`config.mk`:
```
export PLATFORM = sky130hd
export DESIGN_NAME = crc_engine_configurable
export DESIGN_NICKNAME = d
export VERILOG_FILES = /design/src/hdl/crcec_pkg.sv /design/src/hdl/crcec_cfg_regs.sv /design/src/hdl/crcec_update.sv /design/src/hdl/crc_engine_configurable.sv
export SDC_FILE = /design/constraint.sdc
export NUM_CORES = 1
export LEC_CHECK = 0
export ABC_AREA = 1
export BUFFER_PORTS_ARGS = -buffer_cell sky130_fd_sc_hd__buf_2
export CAP_MARGIN = 30
export CORE_ASPECT_RATIO = 0.75
export CORE_MARGIN = 2
export CORE_UTILIZATION = 35
export CTS_CLUSTER_SIZE = 12
export DETAILED_ROUTE_END_ITERATION = 6
export PLACE_DENSITY = 0.5
export SETUP_SLACK_MARGIN = 0.15
export SLEW_MARGIN = 30
export SYNTH_ARGS = -nofsm -noshare
export SYNTH_HDL_FRONTEND = slang
export SYNTH_HIERARCHICAL = 1
export SYNTH_SLANG_ARGS = --single-unit
```
`constraint.sdc`:
```
create_clock -name clk -period 6.5 [get_ports clk]
set_input_delay 1.625 -clock clk [delete_from_list [all_inputs] [get_ports clk]]
set_output_delay 1.625 -clock clk [all_outputs]
set_load 0.01 [all_outputs]
```
`src/hdl/crcec_pkg.sv`:
```
package crcec_pkg;

	localparam int CRC_W    = 32;
	localparam int DATA_W   = 8;
	localparam int CNT_W    = 4;
	localparam int WB_W     = 3;
	localparam int CFG_IDX_W = 1;

	// Register indexes on the configuration port.
	localparam logic [CFG_IDX_W-1:0] REG_POLYNOMIAL  = 1'b0;
	localparam logic [CFG_IDX_W-1:0] REG_WIDTH_BYTES = 1'b1;

	localparam logic [CRC_W-1:0] POLY_RESET  = 32'h0086_4CFB;
	localparam logic [WB_W-1:0]  WIDTH_RESET = 3'd3;
	localparam logic [CNT_W-1:0] BITS_MAX    = 4'd8;

	// Width codes: CRC width is 8 * (code + 1) bits.
	localparam logic [1:0] WCODE_8  = 2'd0;
	localparam logic [1:0] WCODE_16 = 2'd1;
	localparam logic [1:0] WCODE_24 = 2'd2;
	localparam logic [1:0] WCODE_32 = 2'd3;

	typedef struct packed {
		logic [CRC_W-1:0] poly;   // polynomial already masked to the width
		logic [CRC_W-1:0] mask;
		logic [1:0]       wcode;
	} crc_cfg_t;

endpackage

```
`src/hdl/crcec_cfg_regs.sv`:
```
module crcec_cfg_regs (
	input  logic                                clk,
	input  logic                                arst_n,
	input  logic                                cfg_write,
	input  logic [crcec_pkg::CFG_IDX_W-1:0]     cfg_index,
	input  logic [crcec_pkg::CRC_W-1:0]         cfg_data,
	output crcec_pkg::crc_cfg_t                 cfg
);
	import crcec_pkg::*;

	logic [CRC_W-1:0] poly_q;
	logic [WB_W-1:0]  width_q;
	logic [1:0]       wcode;
	logic [CRC_W-1:0] mask;

	always_ff @(posedge clk or negedge arst_n) begin
		if (!arst_n) begin
			poly_q  <= POLY_RESET;
			width_q <= WIDTH_RESET;
		end else if (cfg_write) begin
			unique case (cfg_index)
				REG_POLYNOMIAL:  poly_q  <= cfg_data;
				REG_WIDTH_BYTES: width_q <= cfg_data[WB_W-1:0];
				default: ;
			endcase
		end
	end

	// Out-of-range widths saturate: zero acts as one byte, five and up as four.
	always_comb begin
		case (width_q)
			3'd0, 3'd1: wcode = WCODE_8;
			3'd2:       wcode = WCODE_16;
			3'd3:       wcode = WCODE_24;
			default:    wcode = WCODE_32;
		endcase
		case (wcode)
			WCODE_8:  mask = 32'h0000_00FF;
			WCODE_16: mask = 32'h0000_FFFF;
			WCODE_24: mask = 32'h00FF_FFFF;
			default:  mask = 32'hFFFF_FFFF;
		endcase
	end

	assign cfg.poly  = poly_q & mask;
	assign cfg.mask  = mask;
	assign cfg.wcode = wcode;

endmodule

```
`src/hdl/crcec_update.sv`:
```
module crcec_update (
	input  logic [crcec_pkg::CRC_W-1:0]  rem,
	input  logic [crcec_pkg::DATA_W-1:0] data_bits,
	input  logic [crcec_pkg::CNT_W-1:0]  valid_count,
	input  crcec_pkg::crc_cfg_t          cfg,
	output logic [crcec_pkg::CRC_W-1:0]  rem_next
);
	import crcec_pkg::*;

	always_comb begin
		logic [CRC_W-1:0] r;
		logic [CNT_W-1:0] cnt;
		logic             fb;
		r   = rem;
		fb  = 1'b0;
		cnt = (valid_count > BITS_MAX) ? BITS_MAX : valid_count;
		// Up to eight shift-and-XOR steps, first message bit at bit 7.
		for (int k = 0; k < DATA_W; k++) begin
			if (CNT_W'(k) < cnt) begin
				fb = data_bits[DATA_W-1-k] ^ r[{cfg.wcode, 3'b111}];
				r  = {r[CRC_W-2:0], 1'b0} & cfg.mask;
				if (fb) begin
					r = r ^ cfg.poly;
				end
			end
		end
		rem_next = r;
	end

endmodule

```
`src/hdl/crc_engine_configurable.sv`:
```
// Channel   Direction  Handshake                Payload
// cfg       in         cfg_write (no wait)      cfg_index, cfg_data
// in        in         in_valid / in_ready      data_bits, valid_count, last_item
// out       out        out_valid / out_ready    checksum
//
// An item is registered on acceptance and folded into the remainder when it leaves
// the item register, so one item per clock is sustained unless a last item stalls;
// the limit is the eight-step shift-and-XOR network between the item register and
// the remainder register. A checksum is put in the output register as its last
// item leaves; only a second last item stalls behind a checksum not yet taken.
// Reset clears the remainder and loads the default polynomial and width.
module crc_engine_configurable (
	input  logic                                clk,
	input  logic                                arst_n,
	input  logic                                cfg_write,
	input  logic [crcec_pkg::CFG_IDX_W-1:0]     cfg_index,
	input  logic [crcec_pkg::CRC_W-1:0]         cfg_data,
	input  logic                                in_valid,
	output logic                                in_ready,
	input  logic [crcec_pkg::DATA_W-1:0]        data_bits,
	input  logic [crcec_pkg::CNT_W-1:0]         valid_count,
	input  logic                                last_item,
	output logic                                out_valid,
	input  logic                                out_ready,
	output logic [crcec_pkg::CRC_W-1:0]         checksum
);
	import crcec_pkg::*;

	crc_cfg_t         cfg;
	logic             valid_s1;
	logic [DATA_W-1:0] data_bits_s1;
	logic [CNT_W-1:0] valid_count_s1;
	logic             last_item_s1;
	logic [CRC_W-1:0] remainder_q;
	logic [CRC_W-1:0] rem_next;
	logic             out_valid_q;
	logic [CRC_W-1:0] checksum_q;
	logic             advance_s1;

	crcec_cfg_regs u_cfg (
		.clk       (clk),
		.arst_n    (arst_n),
		.cfg_write (cfg_write),
		.cfg_index (cfg_index),
		.cfg_data  (cfg_data),
		.cfg       (cfg)
	);

	crcec_update u_update (
		.rem         (remainder_q),
		.data_bits   (data_bits_s1),
		.valid_count (valid_count_s1),
		.cfg         (cfg),
		.rem_next    (rem_next)
	);

	// An item without the last mark never needs the output register.
	assign advance_s1 = valid_s1 && (!last_item_s1 || !out_valid_q || out_ready);
	assign in_ready   = !valid_s1 || advance_s1;

	always_ff @(posedge clk or negedge arst_n) begin
		if (!arst_n) begin
			valid_s1 <= 1'b0;
		end else if (in_ready) begin
			valid_s1 <= in_valid;
		end
	end

	always_ff @(posedge clk) begin
		if (in_ready && in_valid) begin
			data_bits_s1   <= data_bits;
			valid_count_s1 <= valid_count;
			last_item_s1   <= last_item;
		end
	end

	always_ff @(posedge clk or negedge arst_n) begin
		if (!arst_n) begin
			remainder_q <= '0;
			out_valid_q <= 1'b0;
		end else begin
			if (advance_s1) begin
				remainder_q <= last_item_s1 ? '0 : rem_next;
			end
			if (advance_s1 && last_item_s1) begin
				out_valid_q <= 1'b1;
			end else if (out_ready) begin
				out_valid_q <= 1'b0;
			end
		end
	end

	always_ff @(posedge clk) begin
		if (advance_s1 && last_item_s1) begin
			checksum_q <= rem_next & cfg.mask;
		end
	end

	assign out_valid = out_valid_q;
	assign checksum  = checksum_q;

endmodule
```
==> summary.txt <==
die area -> 0.0430 mm^2
Max-Cap Viols -> 0
fraction of registers with async set/reset -> 60.5%
crit path capture type -> flip-flop
Final Hold Viols -> 0
Power, Total -> 6.49 mW
Worst Tran Pin Value -> 1030 ps
Layout fillers -> 4227
final net count -> 2963
Lkg Pwr -> 11.0 nW
CTS tree -> yes
total wire length -> 73600 um
worst-path fanout max -> 16
Yosys warning count -> 6
final design area excluding fillers -> 0.0209 mm^2
row cnt -> 64
core box area -> 0.0408 mm^2
gr ovfl total -> 0
DRC -> 0
Pins Over Slew Limit -> 0
Synth cell types -> 41
FF+latch count, synth -> 114
CP max stage delay -> 530 ps
Syn Area/Cell -> 5.79 um^2
number of top-level pins -> 85
synth-to-layout area growth -> 44.7%
post-route ant nets -> 0
Crit Path Class -> flip-flop to flip-flop
Pwr per Cell Area -> 310 mW/mm^2
initial antenna violation count -> 0
sequential area share after synthesis -> 21.4%
Clock Skew -> 31.5 ps
Wirelength per Cell -> 21.3 um
worst setup margin -> -803 ps
Worst Path Required -> 6720 ps
failing checks -> setup timing
critical path launch point type -> flip-flop
hold_buf cts -> 0
crit path time final -> 7300 ps
vias per inst -> 5.41
number of flops mapped to enable cells by yosys -> 45
vias in the first global route -> 17186
Post-DP Area -> 0.0177 mm^2
Tcrit/Tclk final -> 112%
H-Tree Depth -> 4
class of the worst hold path -> flip-flop to flip-flop
Sink Count -> 114
RSZ-0062 raised after global routing -> true
Pre-antenna DRT Iters -> 6
gp weighted congestion -> 0.993
Netlist Area Pre-Place -> 0.0145 mm^2
Root Buffer Master -> clkbuf_16
Die H -> 180 um
clk buf depth -> 2
slowest CP cell -> dfstp_2
number of CTS-inserted buffers -> 17
slew margin rel. -> 31.6%
die boundary width -> 239 um
status -> complete, but fails checks
placed wire-length estimate -> 53000 um
Initial Utilization -> 35.5%
achievable clock frequency -> 0.137 GHz
port bufs -> 84
gr usage total -> 33.6%
peak supply drop -> 0.261 mV
ant diodes -> 0
ratio of cells with drive above 1 in the final layout -> 32.3%
clk slew on worst S/H paths -> 60 ps
via count -> 18697
largest net degree at the start of global routing -> 65
pre-CTS setup slack -> -856 ps
Cells after Synth -> 2501
Iter 0 DRT Violations -> 2265
first-pass GRT wire length -> 108000 um
Clk Latency, worst-skew pair -> 490 ps
Arrival @ worst endpoint -> 7530 ps
main flop type after synthesis -> dfrtp_1
CP most frequent cell -> nand2_4
Util after Layout -> 51.4%
final setup violation count -> 64
[cell usage after synthesis (38+ instances only)]
cell type  count  share of area (%)
a31oi_1       39                1.7
buf_4         52                2.7
clkbuf_1      59                1.5
dfrtp_1       54                9.3
edfxtp_1      45                9.3
inv_1        208                5.4
nand2_1      969                 25
nand2_2       38                1.6
nand3_1      373                 13
nor2_1       172                4.5
o21ai_0       74                2.6
xor2_1       119                7.2
[final cells by class]
| class | count | area [um^2] | area share [%] |
|---|---|---|---|
| multi-input combinational | 1991 | 11000 | 52.6 |
| timing repair buffer | 562 | 4650 | 22.2 |
| clock buffer | 17 | 425 | 2.03 |
| clock inverter | 15 | 245 | 1.17 |
| inverter | 226 | 865 | 4.13 |
| tap | 528 | 661 | 3.15 |
| sequential | 114 | 3100 | 14.8 |
[placed cells by master, fill, tap and decap left out, drive strengths merged]
cell type	synthesis	final
o21a	4	4
xnor2	28	28
o21bai	2	2
inv	220	227
o21ai	106	106
nand3b	22	22
a21oi	4	4
clkinv	6	9
nand4	28	28
a31oi	39	39
xor2	119	119
bufbuf	0	1
dfstp	15	15
clkbuf	59	19
dfrtp	54	54
bufinv	0	5
nor3	21	21
nand2	1011	1012
edfxtp	45	45
nand3	403	403
buf	119	559
or2	12	12
o211ai	2	2
nor2	177	177
conb	1	8
and2	4	4
[per-stage QoR]
stage	cells	hold slack, ps	TNS (ps)
detailed placement	3336	455	-45380
finish	3453	460	-42860
CTS	3432	464	-28920
floorplan	2508	442	0
global route	3453	480	-66070
global placement	3336	456	-40260
[where the power goes]
part | internal (mW) | switching, mW
Clock | 0.694 | 0.448
Sequential | 0.866 | 0.102
Combinational | 1.85 | 2.53
Total | 3.41 | 3.08
[final timing paths]
path	startpoint	to	slack, ps	cells after the start
setup / recovery	u_cfg/width_q[1]$_DFFE_PN1P_	checksum[1]$_DFFE_PP_	-800	61
hold / removal	u_cfg/poly_q[18]$_DFFE_PN1P_	u_cfg/poly_q[18]$_DFFE_PN1P_	460	2
setup reg to reg	u_cfg/width_q[1]$_DFFE_PN1P_	checksum[1]$_DFFE_PP_	-800	61
hold reg to reg	u_cfg/poly_q[18]$_DFFE_PN1P_	u_cfg/poly_q[18]$_DFFE_PN1P_	460	2
max in group asynchronous	arst_n	remainder_q[13]$_DFFE_PN0P_	4660	2
min in group asynchronous	arst_n	u_cfg/poly_q[30]$_DFFE_PN0P_	940	1
[logic make-up after synthesis]
logic type / Yosys count / synth area share [%]
compound gates: 157 / 5.90
xor+xnor: 147 / 8.89
buf+inv: 404 / 13.0
flops: 114 / 21.4
other cells: 1 / 0.0259
simple gates: 1678 / 50.8
[timing repair]
item / in CTS / in global routing
gates cloned: 10 / 2
buffers inserted: 54 / 19
pin swaps: 122 / 95
resized for setup: 291 / 79
endpoints found under the setup margin: 64 / 64
[routing by layer]
metal	vias to the layer above	GRT usage, %	share of wire [%]
met3	123	7.64	12
met2	1069	47.1	40
met5	-	0	0
met1	8783	50.4	45
met4	0	10.5	3.1
li1	8722	-	-
[registers in the layout, summed over array words and instances (netlist names)]
name            flops
valid_count_s1      4
u_cfg/poly_q       32
data_bits_s1        8
remainder_q        32
out_valid           1
valid_s1            1
u_cfg/width_q       3
checksum           32
last_item_s1        1
[worst max-delay path, delay by kind of cell, from the launching register on]
| kind | cells | cell delay [ps] |
|---|---|---|
| xor+xnor | 2 | 350 |
| compound gates | 2 | 370 |
| simple gates | 47 | 4730 |
| buf+inv | 10 | 970 |
| flops | 1 | 530 |
(Power assumes the default switching activity.)
